### src/sqs_pkg.sv
// Shared types and constants for the shift queue with search.
// Field widths, command and status codes, the cell control group.
// No dependencies.
`default_nettype none

package sqs_pkg;

  localparam int DEPTH_DEFAULT = 16;

  localparam int CMD_W   = 3;
  localparam int VALUE_W = 32;
  localparam int STAT_W  = 2;
  localparam int POS_W   = 4;
  localparam int COUNT_W = 5;
  localparam int CAP_W   = 5;

  localparam logic [CAP_W-1:0] CAP_RESET = 5'd16;

  localparam logic [CMD_W-1:0] CMD_ENQUEUE = 3'd0;
  localparam logic [CMD_W-1:0] CMD_DEQUEUE = 3'd1;
  localparam logic [CMD_W-1:0] CMD_PEEK    = 3'd2;
  localparam logic [CMD_W-1:0] CMD_CLEAR   = 3'd3;
  localparam logic [CMD_W-1:0] CMD_SEARCH  = 3'd4;

  localparam logic [STAT_W-1:0] ST_OK        = 2'd0;
  localparam logic [STAT_W-1:0] ST_FULL      = 2'd1;
  localparam logic [STAT_W-1:0] ST_EMPTY     = 2'd2;
  localparam logic [STAT_W-1:0] ST_NOT_FOUND = 2'd3;

  // Per-cell control: load the incoming value, take the neighbor's word,
  // and whether the cell holds a live entry for the search.
  typedef struct packed {
    logic load;
    logic shift;
    logic in_range;
  } cell_ctl_t;

endpackage

`default_nettype wire

### src/sqs_if.sv
// Handshake channels of the shift queue: command, result and configuration.
// Depends on sqs_pkg for the field widths.
`default_nettype none

interface sqs_cmd_if import sqs_pkg::*; ();
  logic                      valid;
  logic                      ready;
  logic [CMD_W-1:0]          command;
  logic signed [VALUE_W-1:0] value;

  modport source (output valid, output command, output value, input ready);
  modport sink   (input valid, input command, input value, output ready);
endinterface

interface sqs_res_if import sqs_pkg::*; ();
  logic                      valid;
  logic                      ready;
  logic [STAT_W-1:0]         status;
  logic signed [VALUE_W-1:0] data;
  logic [POS_W-1:0]          position;
  logic [COUNT_W-1:0]        count;
  logic                      empty_flag;
  logic                      full_flag;

  modport source (output valid, output status, output data, output position,
                  output count, output empty_flag, output full_flag, input ready);
  modport sink   (input valid, input status, input data, input position,
                  input count, input empty_flag, input full_flag, output ready);
endinterface

interface sqs_cfg_if import sqs_pkg::*; ();
  logic             valid;
  logic             ready;
  logic [CAP_W-1:0] data;

  modport source (output valid, output data, input ready);
  modport sink   (input valid, input data, output ready);
endinterface

`default_nettype wire

### src/sqs_cell.sv
// One storage cell of the queue chain: holds one word, takes a new value or
// its neighbor's word, and compares its word against the search key.
// Depends on sqs_pkg.
`default_nettype none

module sqs_cell import sqs_pkg::*; (
  input  logic                      clk,
  input  cell_ctl_t                 ctl,
  input  logic signed [VALUE_W-1:0] din,
  input  logic signed [VALUE_W-1:0] next_word,
  input  logic signed [VALUE_W-1:0] key,
  output logic signed [VALUE_W-1:0] word,
  output logic                      hit
);

  always_ff @(posedge clk) begin
    if (ctl.load) begin
      word <= din;
    end else if (ctl.shift) begin
      word <= next_word;
    end
  end

  assign hit = ctl.in_range && (word == key);

endmodule

`default_nettype wire

### src/sqs_first_hit.sv
// Finds the lowest set bit of the registered hit vector and encodes its index.
// Depends on sqs_pkg for the default depth.
`default_nettype none

module sqs_first_hit import sqs_pkg::*; #(
  parameter int DEPTH = DEPTH_DEFAULT,
  localparam int IDX_W = (DEPTH > 1) ? $clog2(DEPTH) : 1
) (
  input  logic [DEPTH-1:0] hits,
  output logic             found,
  output logic [IDX_W-1:0] index
);

  logic [DEPTH-1:0] lowest;

  // Isolate the lowest set bit, then OR the indexes of the one-hot vector.
  assign lowest = hits & (~hits + DEPTH'(1));
  assign found  = |hits;

  always_comb begin
    index = '0;
    for (int i = 0; i < DEPTH; i++) begin
      if (lowest[i]) begin
        index = index | IDX_W'(i);
      end
    end
  end

endmodule

`default_nettype wire

### src/shift_queue_with_search.sv
// Shift queue with search: a chain of cells holds the queue head-first.
// A command's result passes through the stage 1 registers and then the output
//   registers before it is valid; result stalls hold it back.
// Throughput: one command per cycle unless results stall; compares run in every
//   cell at once, and the first-hit encode sits in the second pipeline stage.
// Reset clears the fill count and sets the capacity to 16; the stored words
//   are not cleared and hold garbage until written.
`default_nettype none

module shift_queue_with_search import sqs_pkg::*; #(
  parameter int DEPTH = DEPTH_DEFAULT
) (
  input  logic      clk,
  input  logic      rst,
  sqs_cmd_if.sink   cmd,
  sqs_res_if.source res,
  sqs_cfg_if.sink   cfg
);

  localparam int CNT_W = $clog2(DEPTH + 1);
  localparam int IDX_W = (DEPTH > 1) ? $clog2(DEPTH) : 1;
  localparam int CMP_W = (CNT_W > CAP_W) ? CNT_W : CAP_W;

  logic [CAP_W-1:0] capacity;
  logic [CNT_W-1:0] fill, fill_next;

  logic [CMP_W-1:0] cap_wide, cap_eff, fill_wide, fill_next_wide;

  logic signed [VALUE_W-1:0] words [DEPTH];
  logic [DEPTH-1:0]          cell_hit;

  logic accept, out_free;
  logic do_enq, do_deq;
  logic [STAT_W-1:0]         st0;
  logic signed [VALUE_W-1:0] data0;
  logic                      search0;

  // Stage 1 registers
  logic                      s1_valid;
  logic [STAT_W-1:0]         s1_status;
  logic                      s1_search;
  logic signed [VALUE_W-1:0] s1_data;
  logic [CNT_W-1:0]          s1_count;
  logic                      s1_empty;
  logic                      s1_full;
  logic [DEPTH-1:0]          s1_hits;

  // Output registers
  logic                      r_valid;
  logic [STAT_W-1:0]         r_status;
  logic signed [VALUE_W-1:0] r_data;
  logic [POS_W-1:0]          r_position;
  logic [COUNT_W-1:0]        r_count;
  logic                      r_empty;
  logic                      r_full;

  logic             hit_found;
  logic [IDX_W-1:0] hit_index;

  assign out_free  = !r_valid || res.ready;
  assign cmd.ready = !s1_valid || out_free;
  assign accept    = cmd.valid && cmd.ready;
  assign cfg.ready = 1'b1;

  always_ff @(posedge clk) begin
    if (rst) begin
      capacity <= CAP_RESET;
    end else if (cfg.valid) begin
      capacity <= cfg.data;
    end
  end

  assign cap_wide  = CMP_W'(capacity);
  assign cap_eff   = (cap_wide > CMP_W'(DEPTH)) ? CMP_W'(DEPTH) : cap_wide;
  assign fill_wide = CMP_W'(fill);

  always_comb begin
    do_enq    = 1'b0;
    do_deq    = 1'b0;
    st0       = ST_OK;
    data0     = '0;
    search0   = 1'b0;
    fill_next = fill;
    case (cmd.command)
      CMD_ENQUEUE: begin
        if (fill_wide >= cap_eff) begin
          st0 = ST_FULL;
        end else begin
          do_enq    = 1'b1;
          fill_next = fill + CNT_W'(1);
        end
      end
      CMD_DEQUEUE: begin
        if (fill == '0) begin
          st0 = ST_EMPTY;
        end else begin
          do_deq    = 1'b1;
          data0     = words[0];
          fill_next = fill - CNT_W'(1);
        end
      end
      CMD_PEEK: begin
        if (fill == '0) begin
          st0 = ST_EMPTY;
        end else begin
          data0 = words[0];
        end
      end
      CMD_CLEAR: begin
        fill_next = '0;
      end
      CMD_SEARCH: begin
        search0 = 1'b1;
      end
      default: begin
      end
    endcase
  end

  assign fill_next_wide = CMP_W'(fill_next);

  always_ff @(posedge clk) begin
    if (rst) begin
      fill <= '0;
    end else if (accept) begin
      fill <= fill_next;
    end
  end

  // Cell chain: each cell shifts toward the head on dequeue.
  for (genvar i = 0; i < DEPTH; i++) begin : g_cell
    cell_ctl_t ctl;
    logic signed [VALUE_W-1:0] nbr;

    assign ctl.load     = accept && do_enq && (fill == CNT_W'(i));
    assign ctl.shift    = accept && do_deq;
    assign ctl.in_range = CNT_W'(i) < fill;
    assign nbr          = (i == DEPTH - 1) ? words[i] : words[(i + 1) % DEPTH];

    sqs_cell u_cell (
      .clk       (clk),
      .ctl       (ctl),
      .din       (cmd.value),
      .next_word (nbr),
      .key       (cmd.value),
      .word      (words[i]),
      .hit       (cell_hit[i])
    );
  end

  always_ff @(posedge clk) begin
    if (rst) begin
      s1_valid <= 1'b0;
    end else if (accept) begin
      s1_valid <= 1'b1;
    end else if (out_free) begin
      s1_valid <= 1'b0;
    end
  end

  always_ff @(posedge clk) begin
    if (accept) begin
      s1_status <= st0;
      s1_search <= search0;
      s1_data   <= data0;
      s1_count  <= fill_next;
      s1_empty  <= (fill_next == '0);
      s1_full   <= (fill_next_wide >= cap_eff);
      s1_hits   <= cell_hit;
    end
  end

  sqs_first_hit #(.DEPTH(DEPTH)) u_first_hit (
    .hits  (s1_hits),
    .found (hit_found),
    .index (hit_index)
  );

  always_ff @(posedge clk) begin
    if (rst) begin
      r_valid <= 1'b0;
    end else if (out_free) begin
      r_valid <= s1_valid;
    end
  end

  always_ff @(posedge clk) begin
    if (out_free && s1_valid) begin
      r_data  <= s1_data;
      r_count <= COUNT_W'(s1_count);
      r_empty <= s1_empty;
      r_full  <= s1_full;
      if (s1_search) begin
        r_status   <= hit_found ? ST_OK : ST_NOT_FOUND;
        r_position <= hit_found ? POS_W'(hit_index) : '0;
      end else begin
        r_status   <= s1_status;
        r_position <= '0;
      end
    end
  end

  assign res.valid      = r_valid;
  assign res.status     = r_status;
  assign res.data       = r_data;
  assign res.position   = r_position;
  assign res.count      = r_count;
  assign res.empty_flag = r_empty;
  assign res.full_flag  = r_full;

endmodule

`default_nettype wire

### src/flat_wrapper.sv
// flat-port wrapper written by rule: the top's interface ports become plain ports
module shift_queue_with_search_flat import sqs_pkg::*;
#(
  parameter int DEPTH = DEPTH_DEFAULT
)
  (clk, rst, cmd_valid, cmd_command, cmd_value, cmd_ready, res_valid, res_status, res_data, res_position, res_count, res_empty_flag, res_full_flag, res_ready, cfg_valid, cfg_data, cfg_ready);
  sqs_cmd_if cmd_i ();
  sqs_res_if res_i ();
  sqs_cfg_if cfg_i ();
  input  logic clk;
  input  logic rst;
  input wire logic [$bits(cmd_i.valid)-1:0] cmd_valid;
  input wire logic [$bits(cmd_i.command)-1:0] cmd_command;
  input wire logic [$bits(cmd_i.value)-1:0] cmd_value;
  output wire logic [$bits(cmd_i.ready)-1:0] cmd_ready;
  output wire logic [$bits(res_i.valid)-1:0] res_valid;
  output wire logic [$bits(res_i.status)-1:0] res_status;
  output wire logic [$bits(res_i.data)-1:0] res_data;
  output wire logic [$bits(res_i.position)-1:0] res_position;
  output wire logic [$bits(res_i.count)-1:0] res_count;
  output wire logic [$bits(res_i.empty_flag)-1:0] res_empty_flag;
  output wire logic [$bits(res_i.full_flag)-1:0] res_full_flag;
  input wire logic [$bits(res_i.ready)-1:0] res_ready;
  input wire logic [$bits(cfg_i.valid)-1:0] cfg_valid;
  input wire logic [$bits(cfg_i.data)-1:0] cfg_data;
  output wire logic [$bits(cfg_i.ready)-1:0] cfg_ready;
  assign cmd_i.valid = cmd_valid;
  assign cmd_i.command = cmd_command;
  assign cmd_i.value = cmd_value;
  assign cmd_ready = cmd_i.ready;
  assign res_valid = res_i.valid;
  assign res_status = res_i.status;
  assign res_data = res_i.data;
  assign res_position = res_i.position;
  assign res_count = res_i.count;
  assign res_empty_flag = res_i.empty_flag;
  assign res_full_flag = res_i.full_flag;
  assign res_i.ready = res_ready;
  assign cfg_i.valid = cfg_valid;
  assign cfg_i.data = cfg_data;
  assign cfg_ready = cfg_i.ready;
  shift_queue_with_search #(.DEPTH(DEPTH)) u_core (.clk(clk), .rst(rst), .cmd(cmd_i), .res(res_i), .cfg(cfg_i));
endmodule
### config.mk
export PLATFORM = sky130hd
export DESIGN_NAME = shift_queue_with_search_flat
export DESIGN_NICKNAME = d
export VERILOG_FILES = /design/src/sqs_pkg.sv /design/src/sqs_if.sv /design/src/sqs_cell.sv /design/src/sqs_first_hit.sv /design/src/shift_queue_with_search.sv /design/src/flat_wrapper.sv
export SDC_FILE = /design/constraint.sdc
export NUM_CORES = 1
export LEC_CHECK = 0
export CORE_MARGIN = 3
export CORE_UTILIZATION = 62
export DETAILED_ROUTE_END_ITERATION = 12
export DONT_BUFFER_PORTS = 1
export PLACE_DENSITY = 0.77
export SETUP_SLACK_MARGIN = 0.02
export SLEW_MARGIN = 20
export SYNTH_ARGS = -nofsm -noshare
export SYNTH_HDL_FRONTEND = slang
export SYNTH_SLANG_ARGS = --single-unit
### constraint.sdc
create_clock -name clk -period 7 [get_ports clk]
set_clock_uncertainty 0.2 [all_clocks]
set_input_delay 1.05 -clock clk [delete_from_list [all_inputs] [get_ports clk]]
set_output_delay 1.05 -clock clk [all_outputs]
set_load 0.05 [all_outputs]
==> impl_metrics.json <==
{
  "yosysWarnings": 0,
  "clkPwrFrac_pct": 42.4,
  "grt_pass1_vias": 19147,
  "cts_tree": "done",
  "htree_levels": 3,
  "antenna_found_initial": 1,
  "vias_per_cell": 6.54,
  "peakVddDrop_mv": 0.210,
  "seqCellArea_sq_um": 18700,
  "cp-end-kind": "register",
  "place.gp.congestion": 0.873,
  "power_mw": 7.99,
  "postCtsHoldBufs": 0,
  "whs_path_depth": 0,
  "drive_gt1_share_pct": 26.9,
  "clkLatencyLatePin_ns": 0.61,
  "path_max_fanout": 33,
  "yosysSeqAreaShare_pct": 58.4,
  "grt_pass1_wl_mm": 124,
  "hpwl_mm": 53.7,
  "synth_ff_type": "edfxtp_1",
  "max_cap_viol_count": 0,
  "synth_edf_count": 615,
  "power_frac_seq_pct": 53.4,
  "avgRoutedWirePerCell_um": 29.1,
  "fmax_mhz": 217,
  "vias": 18832,
  "cp_slowest_cell": "a211oi_2",
  "rsz0062_at_grt": "false",
  "setup_violations": 0,
  "drc": 0,
  "die-area_sq_um": 54400,
  "mappedNetlistArea_sq_um": 32000,
  "met1_usage_pct": 42.3,
  "post-route-min-period_ns": 4.62,
  "slew_viol_final": 0,
  "clk_path_buf_depth": 3,
  "clkSinkCount": 627,
  "cpPeakStageDelay_ns": 0.70,
  "syn_to_final_growth_pct": 7.65,
  "p_comb_share_pct": 4.2,
  "avgSynthCellArea_sq_um": 14.3,
  "use_met3_pct": 6.77,
  "cp-start-kind": "register",
  "core_area_sq_um": 50600,
  "grt.busiest_layer": "met2",
  "required_ns": 7.03,
  "synth_seq_cells": 627,
  "slew_headroom_pct": 32.3,
  "numCtsBuffers": 67,
  "ant_nets": 0,
  "start_util_pct": 63.3,
  "setup_tns_ns": 0,
  "antenna_cells": 0,
  "multi_input_area_sq_um": 12500,
  "grt_max_degree": 66,
  "cts.clk_slew.worst_paths_ns": 0.06,
  "die_w_um": 233,
  "overflow": 0,
  "power.density_nw_per_um2": 232,
  "rr_worst_depth": 9,
  "postSynthNetCount": 2306,
  "fin_hold_ws_ns": 0.218,
  "clock-root-buffer": "clkbuf_16",
  "fin_crit_sh_pct": 66.0,
  "p_int_mw": 6.25,
  "drt_iter0_drc": 2196,
  "worst_pin_slew_ns": 1.01,
  "hold_violations": 0,
  "worstHoldStart": "u_core.s1_data[23]",
  "rr_endpoint": "u_core.g_cell[11].u_cell.word[15]",
  "min_to": "u_core.res.data[23]",
  "status": "complete, no violations",
  "crit_chain": "inv_1, ha_1, nor2b_1, o21ai_0, a211oi_2, and2_1, or4b_1, buf_4, nand2_2",
  "leakagePower_nw": 11.4,
  "hp-class": "reg -> reg",
  "fill_cells": 3412,
  "grt_usage_pct": 31.1,
  "synthCells": 2247,
  "drt_pre_antenna_iters": 5,
  "die_height_um": 233,
  "reg2reg_from": "u_core.fill[0]",
  "grt_use_met2_pct": 49.8,
  "port_buffers": 0,
  "cp.arrival_ns": 4.65,
  "reg2reg_slack_ns": 2.38,
  "critPathKind": "reg -> reg",
  "sw_frac_of_total_pct": 21.8,
  "power.switching_mw": 1.74,
  "post_cts_buffers": 0,
  "ctsResizeCount": 0,
  "synthArstFlopShare_pct": 0,
  "row_count": 82,
  "drt_wl_total_mm": 83.8,
  "synth_cell_types": 57,
  "ios": 93,
  "nNetsFinal": 2217
}
layout by cell type (no fill, tap or decap), types with 4 or more instances in the layout:
cell type  synthesis  layout
clkbuf_1         144      13
a21o_1             6       6
inv_1             10      10
clkinv_2           0      14
xnor2_1          242     242
o21a_1             4       4
a21oi_1           14      14
nor2b_1            9       8
nand2b_1          10      10
clkbuf_16          0      69
ha_1              14      14
mux2_1            29      29
clkinv_1           1      11
o21ai_0            8       7
nor4_1            80      80
nor3b_1            5       4
mux2i_1            5       5
nor3_1            19      19
nand2_1           29      27
dfxtp_1           12      12
edfxtp_1         615     615
nor2_1            33      32
mux2_2           451     451
and2_1            33      33
nand3_1           22      22
and3_1             8       8
buf_4              1      37
nand4_1           69      69
or3_1              4       4
a31oi_1            4       4
a211oi_1           5       5
xor2_1           271     271
a2111oi_0          4       4
through the flow:
| step | setup slack (ns) | util (%) | instance area, sq um | instances |
|---|---|---|---|---|
| floorplan | 1.15 | - | 32000 | 2247 |
| global placement | 1.92 | 64.1 | 32400 | 2760 |
| detailed placement | 1.97 | 64.1 | 32400 | 2760 |
| CTS | 2.44 | 68.1 | 34500 | 2878 |
| global route | 2.14 | 68.2 | 34500 | 2879 |
| finish | 2.38 | 68.2 | 34500 | 2879 |
registers in the layout, summed over array words and instances, names as in the netlist:
name / flops
u_core.cap_wide: 5
u_core.fill: 5
u_core.g_cell.u_cell.word: 512
u_core.res.count: 5
u_core.res.data: 32
u_core.res.empty_flag: 1
u_core.res.full_flag: 1
u_core.res.position: 4
u_core.res.status: 2
u_core.res.valid: 1
u_core.s1_count: 5
u_core.s1_data: 32
u_core.s1_empty: 1
u_core.s1_full: 1
u_core.s1_hits: 16
u_core.s1_search: 1
u_core.s1_status: 2
u_core.s1_valid: 1
power groups by stage:
stage,Clock (mW),Sequential [mW],Combinational (mW)
after floorplan,0,4.32,0.351
after global placement,0,4.34,0.320
after detailed placement,0,4.35,0.331
after CTS,3.41,4.27,0.336
after global routing,3.56,4.27,0.371
final,3.39,4.27,0.340
cell families after synthesis:
family | after synthesis | synth area share (%)
flops | 627 | 58.4
xor+xnor | 513 | 14.0
mux | 485 | 17.0
simple gates | 337 | 6.07
buf+inv | 207 | 2.55
compound gates | 63 | 1.38
fa+ha+maj | 14 | 0.547
other cells | 1 | 0.0117
cell type report:
type	count	area share, %
flip-flops and latches	627	54.2
clock buffers	85	5.27
repair buffers	38	0.863
multi-input cells	1413	36.4
inverters	11	0.120
well taps	672	2.44
clock inverters	33	0.689
worst max path at each step:
stage / from / to / slack, ns / cells after the start
after floorplan: res_ready / u_core.g_cell[0].u_cell.word[0] / 1.15 / 5
after global placement: res_ready / u_core.g_cell[11].u_cell.word[11] / 1.92 / 7
after detailed placement: res_ready / u_core.g_cell[13].u_cell.word[6] / 1.97 / 9
after CTS: u_core.res.valid / u_core.g_cell[13].u_cell.word[0] / 2.44 / 9
after global routing: u_core.fill[0] / u_core.g_cell[13].u_cell.word[0] / 2.14 / 10
final: u_core.fill[0] / u_core.g_cell[11].u_cell.word[15] / 2.38 / 9
cells in the mapped netlist, drive strengths merged (4+ instances only):
master   number  share of area (%)
edfxtp      615                 58
a211oi        6               0.16
o21a          4              0.094
nor4         81                1.6
o21ai         8               0.12
buf          52               0.73
nand4        69                1.3
clkbuf      144                1.7
nand2        29               0.34
and3          8               0.16
or3           4              0.078
nand2b       10               0.20
mux2        480                 17
a2111oi       4               0.11
xor2        271                7.4
nor2         33               0.39
mux2i         5               0.16
ha           14               0.55
nor3         19               0.30
nand3        22               0.34
xnor2       242                6.6
dfxtp        12               0.75
inv          10               0.12
nor3b         5               0.12
nor2b         9               0.18
a21oi        14               0.22
a21o          6               0.14
a31oi         4              0.078
and2         34               0.66
metal layers:
| layer | up-vias | part of all wire (%) |
|---|---|---|
| li1 | 8079 | - |
| met1 | 9578 | 39 |
| met2 | 983 | 47 |
| met3 | 192 | 9.8 |
| met4 | 0 | 3.4 |
| met5 | - | 0 |
critical path: cells and delay by family, from the launching register on:
family,cells,cell delay [ns]
buffers and inverters,2,0.54
AOI/OAI and AO/OA,2,0.93
and+or+nand+nor,4,1.51
adders and majority gates,1,0.36
DFF,1,0.67
No activity file was read; power rests on OpenSTA's default activity.
